**src/hdl/gaussian_row_blur_assert.svh**
```systemverilog
// Assertion macros shared by the blur RTL.
// Each macro expects signals named clk and arst_n in the enclosing module.
`ifndef GAUSSIAN_ROW_BLUR_ASSERT_SVH
`define GAUSSIAN_ROW_BLUR_ASSERT_SVH

// Consequent must hold in the same cycle as the antecedent
`define GRB_ASSERT_SAME(label, ante, cons, msg) \
	label: assert property (@(posedge clk) disable iff (!arst_n) (ante) |-> (cons)) \
		else $error(msg);

// Consequent must hold in the cycle after the antecedent
`define GRB_ASSERT_NEXT(label, ante, cons, msg) \
	label: assert property (@(posedge clk) disable iff (!arst_n) (ante) |=> (cons)) \
		else $error(msg);

`endif

```
**src/hdl/grb_pkg.sv**
```systemverilog
package grb_pkg;

	// Pixel layout: four byte channels, red in the lowest byte
	localparam int NUM_CH      = 4;
	localparam int PIX_W       = 8;
	localparam int WEIGHT_W    = 16;
	localparam int NUM_WEIGHTS = 5;
	localparam int WIDX_W      = $clog2(NUM_WEIGHTS);
	localparam int PROD_W      = PIX_W + WEIGHT_W;

	// Configuration port
	localparam int ROW_WIDTH_W = 13;
	localparam int RADIUS_W    = 3;
	localparam int CFG_DATA_W  = 16;
	localparam int CFG_IDX_W   = 3;

	// Defaults for the top-level parameters
	localparam int DEF_MAX_RADIUS = 4;
	localparam int DEF_MAX_WIDTH  = 4096;

	// Register reset values
	localparam logic [ROW_WIDTH_W-1:0] RST_ROW_WIDTH = ROW_WIDTH_W'(64);
	localparam logic [RADIUS_W-1:0]    RST_RADIUS    = RADIUS_W'(2);
	localparam logic [WEIGHT_W-1:0]    RST_WEIGHT_0  = WEIGHT_W'(32768);
	localparam logic [WEIGHT_W-1:0]    RST_WEIGHT_1  = WEIGHT_W'(19875);
	localparam logic [WEIGHT_W-1:0]    RST_WEIGHT_2  = WEIGHT_W'(4435);
	localparam logic [WEIGHT_W-1:0]    RST_WEIGHT_3  = WEIGHT_W'(364);
	localparam logic [WEIGHT_W-1:0]    RST_WEIGHT_4  = WEIGHT_W'(11);

	typedef logic [NUM_CH-1:0][PIX_W-1:0]         pixel_t;
	typedef logic [NUM_WEIGHTS-1:0][WEIGHT_W-1:0] weight_tab_t;
	typedef logic [NUM_CH-1:0][PROD_W-1:0]        prod_vec_t;

	typedef enum logic [CFG_IDX_W-1:0] {
		REG_ROW_WIDTH = 3'd0,
		REG_RADIUS    = 3'd1,
		REG_WEIGHT_0  = 3'd2,
		REG_WEIGHT_1  = 3'd3,
		REG_WEIGHT_2  = 3'd4,
		REG_WEIGHT_3  = 3'd5,
		REG_WEIGHT_4  = 3'd6
	} cfg_reg_t;

	typedef enum logic [2:0] {
		ST_IDLE,
		ST_MUL,
		ST_SUM,
		ST_ADD,
		ST_DIV,
		ST_OUT
	} blur_state_t;

endpackage

```
**src/hdl/grb_div.sv**
```systemverilog
// Restoring divider, one quotient bit per cycle for all channels at once.
// The quotient is a weighted mean of bytes, so it always fits in a byte.
module grb_div #(
	parameter int SUM_W = 28,
	parameter int WS_W  = 20
) (
	input  logic                                   clk,
	input  logic                                   arst_n,
	input  logic                                   start,
	input  logic [grb_pkg::NUM_CH-1:0][SUM_W-1:0]  dividend,
	input  logic [WS_W-1:0]                        divisor,
	output logic                                   done,
	output grb_pkg::pixel_t                        quotient
);
	import grb_pkg::*;

	localparam int CNT_W = $clog2(PIX_W);
	localparam int DSH_W = WS_W + PIX_W - 1;
	localparam int CW    = (SUM_W > DSH_W) ? SUM_W : DSH_W;

	logic                           busy_q;
	logic                           done_q;
	logic [CNT_W-1:0]               cnt_q;
	logic [NUM_CH-1:0][SUM_W-1:0]   rem_q;
	logic [NUM_CH-1:0][SUM_W-1:0]   rem_nx;
	logic [DSH_W-1:0]               dsh_q;
	logic                           zero_q;
	pixel_t                         q_q;
	logic [NUM_CH-1:0]              ge;

	// Control
	always_ff @(posedge clk or negedge arst_n) begin
		if (!arst_n) begin
			busy_q <= 1'b0;
			done_q <= 1'b0;
			cnt_q  <= '0;
		end else begin
			done_q <= 1'b0;
			if (start) begin
				busy_q <= 1'b1;
				cnt_q  <= CNT_W'(PIX_W - 1);
			end else if (busy_q) begin
				if (cnt_q == '0) begin
					busy_q <= 1'b0;
					done_q <= 1'b1;
				end else begin
					cnt_q <= cnt_q - 1'b1;
				end
			end
		end
	end

	// Trial subtract per channel
	always_comb begin
		for (int c = 0; c < NUM_CH; c++) begin
			ge[c]     = CW'(rem_q[c]) >= CW'(dsh_q);
			rem_nx[c] = ge[c] ? SUM_W'(CW'(rem_q[c]) - CW'(dsh_q)) : rem_q[c];
		end
	end

	// Datapath
	always_ff @(posedge clk) begin
		if (start) begin
			rem_q  <= dividend;
			dsh_q  <= DSH_W'(divisor) << (PIX_W - 1);
			zero_q <= (divisor == '0);
			q_q    <= '0;
		end else if (busy_q) begin
			for (int c = 0; c < NUM_CH; c++) begin
				rem_q[c] <= rem_nx[c];
				q_q[c]   <= {q_q[c][PIX_W-2:0], ge[c]};
			end
			dsh_q <= dsh_q >> 1;
		end
	end

	assign done     = done_q;
	assign quotient = zero_q ? '0 : q_q;

endmodule

```
**config.mk**
```make
export PLATFORM = sky130hd
export DESIGN_NAME = grb_div
export DESIGN_NICKNAME = d
export VERILOG_FILES = /design/src/hdl/gaussian_row_blur_assert.svh /design/src/hdl/grb_pkg.sv /design/src/hdl/grb_div.sv
export SDC_FILE = /design/constraint.sdc
export NUM_CORES = 1
export LEC_CHECK = 0
export BUFFER_PORTS_ARGS = -buffer_cell sky130_fd_sc_hd__buf_2
export CORE_MARGIN = 2
export CORE_UTILIZATION = 55
export CTS_CLUSTER_DIAMETER = 150
export DETAILED_ROUTE_END_ITERATION = 10
export HOLD_SLACK_MARGIN = 0.1
export PLACE_DENSITY = 0.81
export SLEW_MARGIN = 10
export SYNTH_ARGS = -nofsm -noshare
export SYNTH_HDL_FRONTEND = slang
export SYNTH_SLANG_ARGS = --single-unit
```
**constraint.sdc**
```tcl
create_clock -name clk -period 5.5 [get_ports clk]
set_clock_uncertainty 0.15 [all_clocks]
set_input_delay 0.275 -clock clk [delete_from_list [all_inputs] [get_ports clk]]
set_output_delay 0.275 -clock clk [all_outputs]
set_load 0.01 [all_outputs]
```
==> reports/results.ini <==
[outcome]
outcome = completed

[floorplan]
dieHeight_um = 159.3
die_area_um2 = 25390
fp.coreArea_um2 = 23610
row_count = 56
num_io_pins = 168
start_util_pct = 56.20
die_w_um = 159.3

[finish]
nFillCells = 1810
post-route-cell-area_um2 = 16170
drive_above_1_share_pct = 13.94
multiInputGateArea_um2 = 7858
final_cell_mix = nand2_1 (200), buf_2 (166), edfxtp_1 (133), dlygate4sd3_1 (131), o21ai_0 (126)
final_nets = 1986
area_delta_synth_final_pct = 21.83
insertedDiodeCount = 0
regArea_um2 = 4901
final_common_cell = nand2_1

[sta]
drv_slew = 0
min_period_ps = 3860
relSlewSlack_pct = 20.72
setup_violations = 0
rsz0062_at_grt = false
tightestPinTransition_ps = 1189
fin_crit_sh_pct = 70.17
tns_ps = 0
hold_viol = 0
fmax_ghz = 0.2591

[logic_synthesis]
synthCells = 1484
avgSynthCellArea_um2 = 8.943
ys_seq_area_share_pct = 36.92
netlist_area_um2 = 13270
synthMuxAreaShare_pct = 3.309
synth_nets = 1733
synthArstFlopShare_pct = 2.825
synthAdderAreaFrac_pct = 10.97
synth-compound-area-share_pct = 22.32
synth_area_leaders = edfxtp_1 (30%), ha_1 (10%), dfxtp_1 (5.9%)
ys.flop_type = edfxtp_1
yosysTopAreaCell = edfxtp_1
synth-seq-cells = 177
synthXorXnorAreaFrac_pct = 6.071
ys.warnings.count = 0
synth.distinct_cells = 75
synth_top_family_by_area = compound AO/OA/AOI/OAI gates
yosys.area_share.simple_pct = 16.54
synth_edf_count = 133
synth.top_cell.area_share_pct = 30.09

[critical_path]
reg2reg_slack_ps = 1640
arrival_ps = 3880
crit_type = reg2reg
cp_max_fo = 20
worst_setup_path_start_kind = register
required_ps = 5520
end_kind = register

[place]
gp_congestion = 0.9773
place_area_um2 = 14280
portBuffers = 167
hpwl_um = 28870

[routing]
routed_wl_um = 40820
wire_per_inst_um = 19.73
ant_nets = 0
via_per_inst = 6.042
wl_met3_um = 3239
first_pass_iters = 6
maxUsedRoutingLayer = met4
drcViolationCount = 0
drt_iter0_drc = 1297
routed-wl-met2_um = 18980
wl_met1_um = 16710
vias = 12501

[job]
maxCapViolCount = 0

[grt]
gr-total-overflow = 0
grt_pass1_wl_um = 62910
grt_pass1_vias = 12063
track_usage_pct = 31.27
antenna_found_initial = 0
grt_max_degree = 120

[cts]
numCtsBuffers = 17
tritoncts = done
clk_pin_slew_ps = 70
cts_max_level = 4
clockBufferDepth = 2
clk_latency_ps = 450
clock_sinks = 177
root_buffer = clkbuf_16

[power]
irDropWorstVdd_mv = 0.3065
p_leak_nw = 7.096
power_density_nw_per_um2 = 543.6

[worst_hold_path]
min_path_type = in2reg

==> where the power goes <==
| part | leakage [nW] | switching (mW) | internal (mW) |
|---|---|---|---|
| clock network | 0.287 | 0.563 | 0.687 |
| logic | 5.02 | 3.08 | 2.11 |
| registers | 1.79 | 0.244 | 2.11 |
| total | 7.10 | 3.88 | 4.91 |
==> state kept, by name, summed over array words and instances, names as in the netlist <==
name,count
done,1
q_q,32
zero_q,1
cnt_q,3
dsh_q,27
rem_q,112
busy_q,1
==> critical path, stage by stage, from the launching register on <==
cell and delay (ps):
dfxtp_1 500, inv_1 230, fa_1 460, a21oi_1 210, o21ai_1 130, nor3b_1 180, o21ai_1 190, a41oi_2 170
o31a_1 330, o41ai_2 360, nand2_1 300, buf_4 350
==> through the flow <==
stage                     total power [mW]  cells  util (%)  hold WS, ps  setup slack, ps
after floorplan                      6.182   1484         -       -170.6             1706
after global placement               7.249   1906     60.48       -57.36             1859
after detailed placement             7.318   1906     60.48       -54.28             1725
after CTS                            8.672   2069     68.48        141.2             1706
after global routing                 9.382   2069     68.48        154.2             1435
final                                8.789   2069     68.48        139.2             1640
==> worst paths after layout <==
kind | from | end | cells past startpoint
max | dsh_q[1] | rem_q[96] | 11
min | dividend[51] | rem_q[51] | 3
max reg2reg | dsh_q[1] | rem_q[96] | 11
min reg2reg | cnt_q[2] | done | 1
max in group asynchronous | arst_n | busy_q | 3
min in group asynchronous | arst_n | done | 3
==> area by class of cell <==
class | count | area share (%)
Multi-Input combinational cell | 1175 | 48.60
Sequential cell | 177 | 30.31
Timing Repair Buffer | 304 | 13.61
Clock buffer | 21 | 2.786
Tap cell | 319 | 2.468
Inverter | 62 | 1.439
Clock inverter | 11 | 0.7893
==> kinds of logic (layout without fill, tap and decap cells) <==
| family | Yosys count | count (layout) |
|---|---|---|
| AOI/OAI and AO/OA | 453 | 453 |
| xor gates and xnor gates | 92 | 92 |
| adders and majority gates | 114 | 114 |
| buffers and inverters | 132 | 398 |
| DFF | 177 | 177 |
| muxes | 43 | 43 |
| and+or+nand+nor | 473 | 473 |
==> synth_stat cells, types with 5 or more instances <==
master / number
a211oi_1: 16
o21ai_1: 19
a21oi_1: 100
a21o_1: 48
dfrtp_1: 5
a22o_1: 10
mux2_2: 7
clkbuf_1: 52
a31oi_1: 18
o21a_1: 14
o31a_1: 5
o22ai_1: 5
a41oi_1: 5
dfxtp_1: 39
and2_1: 6
xnor2_1: 46
a311oi_1: 5
o31ai_1: 17
or2_2: 6
buf_2: 9
nand3_1: 22
or3_1: 7
o211ai_1: 11
nand4_1: 25
mux2i_1: 36
ha_1: 110
nand2b_1: 11
nor3_1: 12
nor4_1: 11
inv_1: 61
and3_1: 8
xor2_1: 46
buf_1: 8
nor2_1: 102
o21bai_1: 10
edfxtp_1: 133
nor2b_1: 51
o21ai_0: 126
nand2_1: 200
==> metal layers <==
layer | track usage [%] | up-vias
met2 | 51.40 | 616
met4 | 14.42 | 0
met3 | 5.132 | 109
met5 | 0 | -
met1 | 40.58 | 5833
li1 | - | 5943
==> repair_timing <==
item	CTS	global route
hold buffers	131	0
setup buffers	0	0
resized for setup	0	0
endpoints found under the hold margin	134	0
Power figures use the tool's default switching activity.
