`src/hdl/gaussian_row_blur_assert.svh`:
```
// Assertion macros shared by the blur RTL.
// Each macro expects signals named clk and arst_n in the enclosing module.
`ifndef GAUSSIAN_ROW_BLUR_ASSERT_SVH
`define GAUSSIAN_ROW_BLUR_ASSERT_SVH

// Consequent must hold in the same cycle as the antecedent
`define GRB_ASSERT_SAME(label, ante, cons, msg) \
	label: assert property (@(posedge clk) disable iff (!arst_n) (ante) |-> (cons)) \
		else $error(msg);

// Consequent must hold in the cycle after the antecedent
`define GRB_ASSERT_NEXT(label, ante, cons, msg) \
	label: assert property (@(posedge clk) disable iff (!arst_n) (ante) |=> (cons)) \
		else $error(msg);

`endif

```
`src/hdl/grb_pkg.sv`:
```
package grb_pkg;

	// Pixel layout: four byte channels, red in the lowest byte
	localparam int NUM_CH      = 4;
	localparam int PIX_W       = 8;
	localparam int WEIGHT_W    = 16;
	localparam int NUM_WEIGHTS = 5;
	localparam int WIDX_W      = $clog2(NUM_WEIGHTS);
	localparam int PROD_W      = PIX_W + WEIGHT_W;

	// Configuration port
	localparam int ROW_WIDTH_W = 13;
	localparam int RADIUS_W    = 3;
	localparam int CFG_DATA_W  = 16;
	localparam int CFG_IDX_W   = 3;

	// Defaults for the top-level parameters
	localparam int DEF_MAX_RADIUS = 4;
	localparam int DEF_MAX_WIDTH  = 4096;

	// Register reset values
	localparam logic [ROW_WIDTH_W-1:0] RST_ROW_WIDTH = ROW_WIDTH_W'(64);
	localparam logic [RADIUS_W-1:0]    RST_RADIUS    = RADIUS_W'(2);
	localparam logic [WEIGHT_W-1:0]    RST_WEIGHT_0  = WEIGHT_W'(32768);
	localparam logic [WEIGHT_W-1:0]    RST_WEIGHT_1  = WEIGHT_W'(19875);
	localparam logic [WEIGHT_W-1:0]    RST_WEIGHT_2  = WEIGHT_W'(4435);
	localparam logic [WEIGHT_W-1:0]    RST_WEIGHT_3  = WEIGHT_W'(364);
	localparam logic [WEIGHT_W-1:0]    RST_WEIGHT_4  = WEIGHT_W'(11);

	typedef logic [NUM_CH-1:0][PIX_W-1:0]         pixel_t;
	typedef logic [NUM_WEIGHTS-1:0][WEIGHT_W-1:0] weight_tab_t;
	typedef logic [NUM_CH-1:0][PROD_W-1:0]        prod_vec_t;

	typedef enum logic [CFG_IDX_W-1:0] {
		REG_ROW_WIDTH = 3'd0,
		REG_RADIUS    = 3'd1,
		REG_WEIGHT_0  = 3'd2,
		REG_WEIGHT_1  = 3'd3,
		REG_WEIGHT_2  = 3'd4,
		REG_WEIGHT_3  = 3'd5,
		REG_WEIGHT_4  = 3'd6
	} cfg_reg_t;

	typedef enum logic [2:0] {
		ST_IDLE,
		ST_MUL,
		ST_SUM,
		ST_ADD,
		ST_DIV,
		ST_OUT
	} blur_state_t;

endpackage

```
`src/hdl/grb_cell.sv`:
```
// One window cell: holds one pixel of the current row, passes it on when a
// new pixel arrives, and forms its weighted contribution for the column in work.
module grb_cell #(
	parameter int SLOT   = 0,
	parameter int SLOT_W = 4,
	parameter int KW     = 3
) (
	input  logic                    clk,
	input  logic                    shift,
	input  grb_pkg::pixel_t         pix_in,
	output grb_pkg::pixel_t         pix_out,
	input  logic                    calc,
	input  logic [KW-1:0]           lag,
	input  logic [SLOT_W-1:0]       newest,
	input  logic [KW-1:0]           rad,
	input  grb_pkg::weight_tab_t    weights,
	output grb_pkg::prod_vec_t      prod,
	output logic [grb_pkg::WEIGHT_W-1:0] wt
);
	import grb_pkg::*;

	localparam logic [SLOT_W-1:0] S = SLOT_W'(SLOT);

	pixel_t              pix_q;
	prod_vec_t           prod_s1;
	logic [WEIGHT_W-1:0] wt_s1;
	logic [SLOT_W-1:0]   lag_w;
	logic [SLOT_W-1:0]   tap_off;
	logic [WIDX_W-1:0]   widx;
	logic                used;
	logic [WEIGHT_W-1:0] w;

	// Window shift
	always_ff @(posedge clk) begin
		if (shift) begin
			pix_q <= pix_in;
		end
	end

	// Distance from the output column, and the weight that applies
	always_comb begin
		lag_w   = SLOT_W'(lag);
		tap_off = (lag_w >= S) ? (lag_w - S) : (S - lag_w);
		widx    = WIDX_W'(tap_off);
		used    = (S <= newest) && (tap_off <= SLOT_W'(rad)) &&
		          (int'(tap_off) < NUM_WEIGHTS);
		w       = used ? weights[widx] : '0;
	end

	// Weighted channels, registered
	always_ff @(posedge clk) begin
		if (calc) begin
			for (int c = 0; c < NUM_CH; c++) begin
				prod_s1[c] <= PROD_W'(pix_q[c]) * PROD_W'(w);
			end
			wt_s1 <= w;
		end
	end

	assign pix_out = pix_q;
	assign prod    = prod_s1;
	assign wt      = wt_s1;

endmodule

```
`config.mk`:
```
export PLATFORM = sky130hd
export DESIGN_NAME = grb_cell
export DESIGN_NICKNAME = d
export VERILOG_FILES = /design/src/hdl/gaussian_row_blur_assert.svh /design/src/hdl/grb_pkg.sv /design/src/hdl/grb_cell.sv
export SDC_FILE = /design/constraint.sdc
export NUM_CORES = 1
export LEC_CHECK = 0
export ABC_CLOCK_PERIOD_IN_PS = 8400
export BUFFER_PORTS_ARGS = -buffer_cell sky130_fd_sc_hd__clkbuf_2
export CAP_MARGIN = 30
export CORE_MARGIN = 4
export CORE_UTILIZATION = 25
export DETAILED_ROUTE_END_ITERATION = 12
export PLACE_DENSITY = 0.53
export REMOVE_ABC_BUFFERS = 1
export SYNTH_ARGS = -nofsm -noshare
export SYNTH_HDL_FRONTEND = slang
export SYNTH_SLANG_ARGS = --single-unit
```
`constraint.sdc`:
```
create_clock -name clk -period 8.4 [get_ports clk]
set_clock_uncertainty 0.15 [all_clocks]
set_input_delay 0.84 -clock clk [delete_from_list [all_inputs] [get_ports clk]]
set_output_delay 0.84 -clock clk [all_outputs]
set_load 0.02 [all_outputs]
```
==> results.rst, run 1 <==
.. list-table::
   :header-rows: 1

   * - Metric
     - Value
   * - CTS root buffer
     - clkbuf_16
   * - Final routed wirelength across all metal layers
     - 62800 um
   * - Share of the cycle needed by the critical path after routing
     - 82.5%
   * - CTS-repair resized insts
     - 0
   * - Starting DRT DRC Count
     - 649
   * - Cts bufs inserted
     - 17
   * - Area of the die
     - 0.0913 mm2
   * - Worst Hold Margin
     - 356 ps
   * - Leading cell type in the layout, fill and taps excluded
     - and2_1
   * - Area added between synthesis and finish
     - 15.4%
   * - Synthesized instance count
     - 2167
   * - Number of primary I/O pins
     - 269
   * - Kind of start point of the critical path
     - input port
   * - Sequential share of the synthesized area
     - 20.0%
   * - Count of unique library cells instantiated by Yosys
     - 64
   * - Number of stages on the worst hold path
     - 1
   * - Initial DRT Pass Iterations
     - 4
   * - Shortest clock period the worst path allows after layout
     - 6930 ps
   * - Sequential cell area
     - 0.00432 mm2
   * - Number of clock sinks seen by CTS
     - 144
   * - Unrepaired setup endpoints after global routing
     - false
   * - Count of state elements after synthesis
     - 144
   * - Count of maximum capacitance violations
     - 0
   * - Ys Warns
     - 0
   * - Site row count
     - 107
   * - Number of buffers inserted by hold repair at cts
     - 0
   * - Worst R2R Path Depth
     - 14
   * - Library cell with the largest summed area after synthesis
     - fa_1
   * - Post-synth design cell area
     - 0.0216 mm2
   * - Status
     - complete, no violations
   * - Vias/cell
     - 4.38
   * - Via count of the first global-routing pass
     - 17100
   * - Effective utilization at floorplan
     - 25.3%
   * - Post-detail-place hpwl
     - 48300 um
   * - Number of enable flip-flop cells after synthesis
     - 144
   * - Share of layout cells above drive strength 1
     - 15.2%
   * - Count of port buffers added during placement
     - 264
   * - Category of the worst setup path capture point
     - flop
   * - Standby leakage power
     - 12.3 nW
   * - Pin count of the biggest net entering global routing
     - 58
   * - Syn avg cell area
     - 9.98 um2
   * - TritonCTS clock tree
     - yes
   * - Floorplan Core Area
     - 0.0855 mm2
   * - Total number of vias
     - 15500
   * - Worst min-delay path category
     - input port to flop
   * - Setup bufs post-CTS
     - 0
   * - Multi-input combinational cell area
     - 0.0155 mm2
   * - Achievable clock frequency
     - 144 MHz
   * - Setup tns final
     - 0 ps
   * - Clock-pin slew of the registers on the worst-case setup and hold paths
     - 70 ps
   * - Cell Pwr Density
     - 195 mW/mm2
   * - Peak supply drop
     - 0.000169 V
   * - Filler cell count
     - 9143
   * - Die W
     - 302 um
   * - Hold Vio Cnt, Final
     - 0
   * - Worst-Margin Slew
     - 910 ps
   * - Number of antenna violations at the first check in global routing
     - 12
   * - All-layer global routing usage
     - 14.4%
   * - Required time at the endpoint of the critical path
     - 8490 ps
   * - DRC viols
     - 0
   * - Max Root-Sink Buffers
     - 2
   * - Count of pins over their slew limit
     - 0
   * - Global-route wire length before repair
     - 99300 um
   * - Clk_lat worst skew
     - 510 ps
   * - Wirelength per Cell
     - 17.7 um
   * - Leading cell types by total area after synthesis
     - fa_1 31%, edfxtp_1 20%, and2_1 13%, ha_1 10%, inv_1 7.1%
   * - Primary FF master, synth
     - edfxtp_1
   * - Max transition margin
     - 39.2%
   * - Number of nets at the end of the flow
     - 3022
   * - Highest-count cells in the layout ignoring fill and taps
     - 449 x and2_1, 409 x inv_1, 336 x fa_1
   * - # H-tree levels
     - 4
   * - Startpoint-to-endpoint class of the critical path
     - input port to flop
   * - Post-synthesis async set-or-reset flop share
     - 0%
   * - Remaining number of nets flagged by the antenna check after routing
     - 0
   * - Maximum fanout encountered on the critical timing path
     - 17
   * - Number of failing setup endpoints in the final timing report
     - 0
   * - GPL Wtd Cong
     - 0.807
   * - Gr ovfl total
     - 0
   * - Area share of the largest cell type after synthesis
     - 31.1%
   * - Data arrival time of the worst path
     - 7020 ps
   * - Die height
     - 302 um
critical path, stage by stage:
cell and delay [ps]:
clkbuf_2 80, inv_1 30, ha_1 320, a21o_1 190, a21oi_1 240, a31oi_4 160, buf_12 250, nor2_4 460
buf_4 390, and2_1 190, fa_1 440, fa_1 410, fa_1 530, inv_1 50, fa_1 480, inv_1 50
ha_1 350, a21oi_1 300, o2bb2ai_1 150, o311a_1 360, a2111oi_0 420, nor2_1 110, xor2_1 160
metal layers:
| metal | wire length, um | vias to the layer above | global-route usage, % |
|---|---|---|---|
| met5 | 0 | - | 0 |
| met4 | 521 | 0 | 2.63 |
| met3 | 3550 | 26 | 2.74 |
| met2 | 29800 | 285 | 24.0 |
| met1 | 29000 | 7916 | 19.7 |
| li1 | - | 7297 | - |
cell families after synthesis:
kind of cell               after synthesis  synth area share [%]
AOI/OAI and AO/OA                      241                  7.48
muxes                                   16                  1.67
and+or+nand+nor                        675                  17.7
buffers and inverters                  507                  8.98
xor gates and xnor gates                69                  2.79
adders and majority gates              515                  41.4
DFF                                    144                  20.0
per-stage QoR:
step / cell area (um2) / instances / worst slack [ps] / util, % / total power [mW]
after global routing: 25000 / 3539 / 1080 / 29.2 / 5.42
after floorplan: 21200 / 2070 / 1430 / - / 3.27
after CTS: 25000 / 3539 / 1450 / 29.2 / 5.00
after global placement: 24400 / 3507 / 955 / 28.5 / 4.17
after detailed placement: 24400 / 3507 / 917 / 28.5 / 4.17
final: 25000 / 3544 / 1470 / 29.2 / 4.88
sequential cells by signal, summed over array words and instances (netlist names):
signal / count
prod: 96
pix_out: 32
wt: 16
final timing paths:
path              slack [ps]        start          to
hold / removal           360    pix_in[2]  pix_out[2]
hold reg to reg          900   pix_out[0]     prod[0]
setup reg to reg        2970  pix_out[27]    prod[91]
setup / recovery        1470       rad[1]    prod[68]
power by group:
group / switching, mW / leakage [nW] / total (mW) / internal (mW)
Sequential: 0.124 / 1.44 / 1.21 / 1.08
Combinational: 1.76 / 10.6 / 2.90 / 1.14
Clock: 0.390 / 0.255 / 0.775 / 0.386
Total: 2.27 / 12.3 / 4.88 / 2.61
synth_stat cells (all sizes together), types with 9 or more instances:
library cell and instances:
a211oi 17, a21o 26, a21oi 64, a22oi 16, a31oi 11, and2 449, buf 25, clkbuf 72
edfxtp 144, fa 336, ha 179, inv 410, mux4 16, nand2 99, nand2b 12, nand3 9
nor2 59, nor3 16, o211ai 11, o21ai 34, xnor2 49, xor2 20
final cells by class:
cell class / instances / area share (%)
multi-input cells: 1516 / 62.1
flip-flops and latches: 144 / 17.3
diodes: 5 / 0.0501
clock inverters: 14 / 0.486
clock buffers: 18 / 1.72
well taps: 1144 / 5.73
repair buffers: 293 / 6.43
inverters: 410 / 6.16
(Power assumes the default switching activity.)
==> inputs of run 2 (changes only) <==
ABC_CLOCK_PERIOD_IN_PS = 6600   (was 8400)
clock period = 6.6 ns   (was 8.4 ns; I/O delays follow)
==> results.rst, run 2 (same netlist as run 1, synthesis figures left out) <==
.. list-table::
   :header-rows: 1

   * - Metric
     - Value
   * - Number of failing setup endpoints in the final timing report
     - 0
   * - Number of instances in the placed design
     - 3674
   * - Setup tns final
     - 0 ps
   * - Max transition margin
     - 42.6%
   * - Number of antenna violations at the first check in global routing
     - 6
   * - Count of maximum capacitance violations
     - 0
   * - Leading cell type in the layout, fill and taps excluded
     - and2_1
   * - TritonCTS clock tree
     - yes
   * - Most common cell on crit path
     - fa_1
   * - Terminus of the critical flop-to-flop path
     - prod[91]
   * - Worst reg2reg setup slack
     - 1300 ps
   * - Clk_lat worst skew
     - 490 ps
   * - Floorplan Core Area
     - 0.0855 mm2
   * - Number of primary I/O pins
     - 269
   * - Logic depth of the worst path, buffers included
     - 20
   * - Remaining number of nets flagged by the antenna check after routing
     - 0
   * - Setup slack of the critical path after layout
     - 370 ps
   * - CP endpoint
     - prod[91]
   * - Worst Hold Margin
     - 187 ps
   * - Required time at the endpoint of the critical path
     - 6690 ps
   * - Cell Pwr Density
     - 256 mW/mm2
   * - Pin count of the biggest net entering global routing
     - 48
   * - Cts bufs inserted
     - 17
   * - Site row count
     - 107
   * - Die height
     - 302 um
   * - Hold Vio Cnt, Final
     - 0
   * - CTS root buffer
     - clkbuf_16
   * - Max Root-Sink Buffers
     - 2
   * - Crit path from
     - lag[1]
   * - Effective utilization at floorplan
     - 25.3%
   * - Post-layout instance count excluding filler cells
     - 3716
   * - Post-detail-place hpwl
     - 50400 um
   * - Kind of cell adding the most delay to the critical path
     - adder cells
   * - Number of clock sinks seen by CTS
     - 144
   * - Number of nets at the end of the flow
     - 3189
   * - # H-tree levels
     - 4
   * - CTS-repair resized insts
     - 0
   * - Kind of start point of the critical path
     - input port
   * - Total design power
     - 6.75 mW
   * - Maximum fanout encountered on the critical timing path
     - 31
   * - Area added between synthesis and finish
     - 21.9%
   * - Total number of vias
     - 16100
   * - Worst-Margin Slew
     - 860 ps
   * - Category of the worst setup path capture point
     - flop
   * - Worst min-delay path category
     - input port to flop
   * - Global-route wire length before repair
     - 100000 um
   * - CP Cell Sequence
     - clkbuf_2 -> ha_1 -> a21o_1 -> a21oi_1 -> a31oi_4 -> nor2_4 -> and2_1 -> fa_1 -> fa_1 -> fa_1 -> inv_1 -> fa_1 -> inv_1 -> ha_1 -> and3_1 -> a21o_1 -> a211o_1 -> a32o_2 -> o41a_1 -> xor2_1
   * - Highest metal layer used by the detailed router
     - met4
   * - Vias/cell
     - 4.32
   * - Count of port buffers added during placement
     - 264
   * - Clock-pin slew of the registers on the worst-case setup and hold paths
     - 70 ps
   * - Met2 wire length
     - 29500 um
   * - Highest-count cells in the layout ignoring fill and taps
     - 449 x and2_1, 409 x inv_1, 336 x fa_1
   * - Setup WS pre-CTS
     - -166 ps
   * - Worst path slowest cell
     - nor2_4
   * - DRC viols
     - 0
   * - Unrepaired setup endpoints after global routing
     - false
   * - Bufs and invs on worst path
     - 3
   * - Status
     - complete, no violations
   * - Setup bufs post-CTS
     - 0
   * - Wire length the detailed router placed on met1
     - 29000 um
   * - GPL Wtd Cong
     - 0.826
   * - Share of layout cells above drive strength 1
     - 20.7%
   * - Shortest clock period the worst path allows after layout
     - 6230 ps
   * - Achievable clock frequency
     - 161 MHz
   * - Number of flip-flops under the largest register name
     - 96
   * - Met3 Routed Length
     - 4220 um
   * - Slowest Stage Delay on Critical Path
     - 700 ps
   * - Wirelength per Cell
     - 17.1 um
   * - Via count of the first global-routing pass
     - 17300
   * - Die W
     - 302 um
   * - Share of the cycle needed by the critical path after routing
     - 94.4%
   * - Initial DRT Pass Iterations
     - 4
   * - Startpoint-to-endpoint class of the critical path
     - input port to flop
   * - Worst R2R Path Depth
     - 14
   * - Starting DRT DRC Count
     - 649
   * - Area of the die
     - 0.0913 mm2
   * - Data arrival time of the worst path
     - 6320 ps
   * - Standby leakage power
     - 13.2 nW
   * - Peak supply drop
     - 0.000209 V
   * - Number of buffers inserted by hold repair at cts
     - 0
   * - All-layer global routing usage
     - 14.5%
   * - Startpoint of the worst-slack reg-to-reg timing path
     - pix_out[27]
   * - Gr ovfl total
     - 0
   * - Final routed wirelength across all metal layers
     - 63500 um
   * - Count of pins over their slew limit
     - 0
[run 2: final cells by class]
cell class | instances | area (um2)
fill | 8985 | 59200
inverter | 410 | 1540
clock buffer | 18 | 429
tap | 1144 | 1430
clock inverter | 14 | 121
multi-input combinational | 1516 | 15500
antenna | 10 | 25.0
sequential | 144 | 4320
timing repair buffer | 460 | 3010
[run 2: how the worst min path moves through the flow]
| stage | end | slack [ps] | cells past startpoint | start |
|---|---|---|---|---|
| 2_1_floorplan | pix_out[0] | 610 | 0 | pix_in[0] |
| 3_3_place_gp | pix_out[19] | 690 | 1 | pix_in[19] |
| 3_5_place_dp | pix_out[19] | 690 | 1 | pix_in[19] |
| 4_1_cts | pix_out[31] | 130 | 1 | pix_in[31] |
| 5_1_grt | pix_out[31] | 140 | 1 | pix_in[31] |
| 6_report | pix_out[25] | 190 | 1 | pix_in[25] |
[run 2: through the flow]
step	util (%)	instance area (um2)
after floorplan	-	21200
after global placement	30.2	25800
after detailed placement	30.2	25800
after CTS	30.8	26400
after global routing	30.8	26400
final	30.8	26400
[run 2: metal layers]
metal / track usage, % / vias to the layer above
met5: 0 / -
met4: 3.05 / 0
met3: 3.22 / 28
met2: 23.6 / 304
met1: 19.8 / 8113
li1: - / 7619
[run 2: worst reg2reg max path: stages, from the launching register on]
cell and delay (ps):
edfxtp_1 840, and2_1 260, fa_1 450, fa_1 520, fa_1 500, inv_1 50
fa_1 470, inv_1 40, ha_1 280, and3_1 200, a21o_1 180, a211o_1 300
a32o_2 280, o41a_1 370, xor2_1 140
[run 2: where the power goes]
part / switching (mW) / internal, mW
registers: 0.154 / 1.38
clock network: 0.501 / 0.492
logic: 2.34 / 1.88
total: 3.00 / 3.75
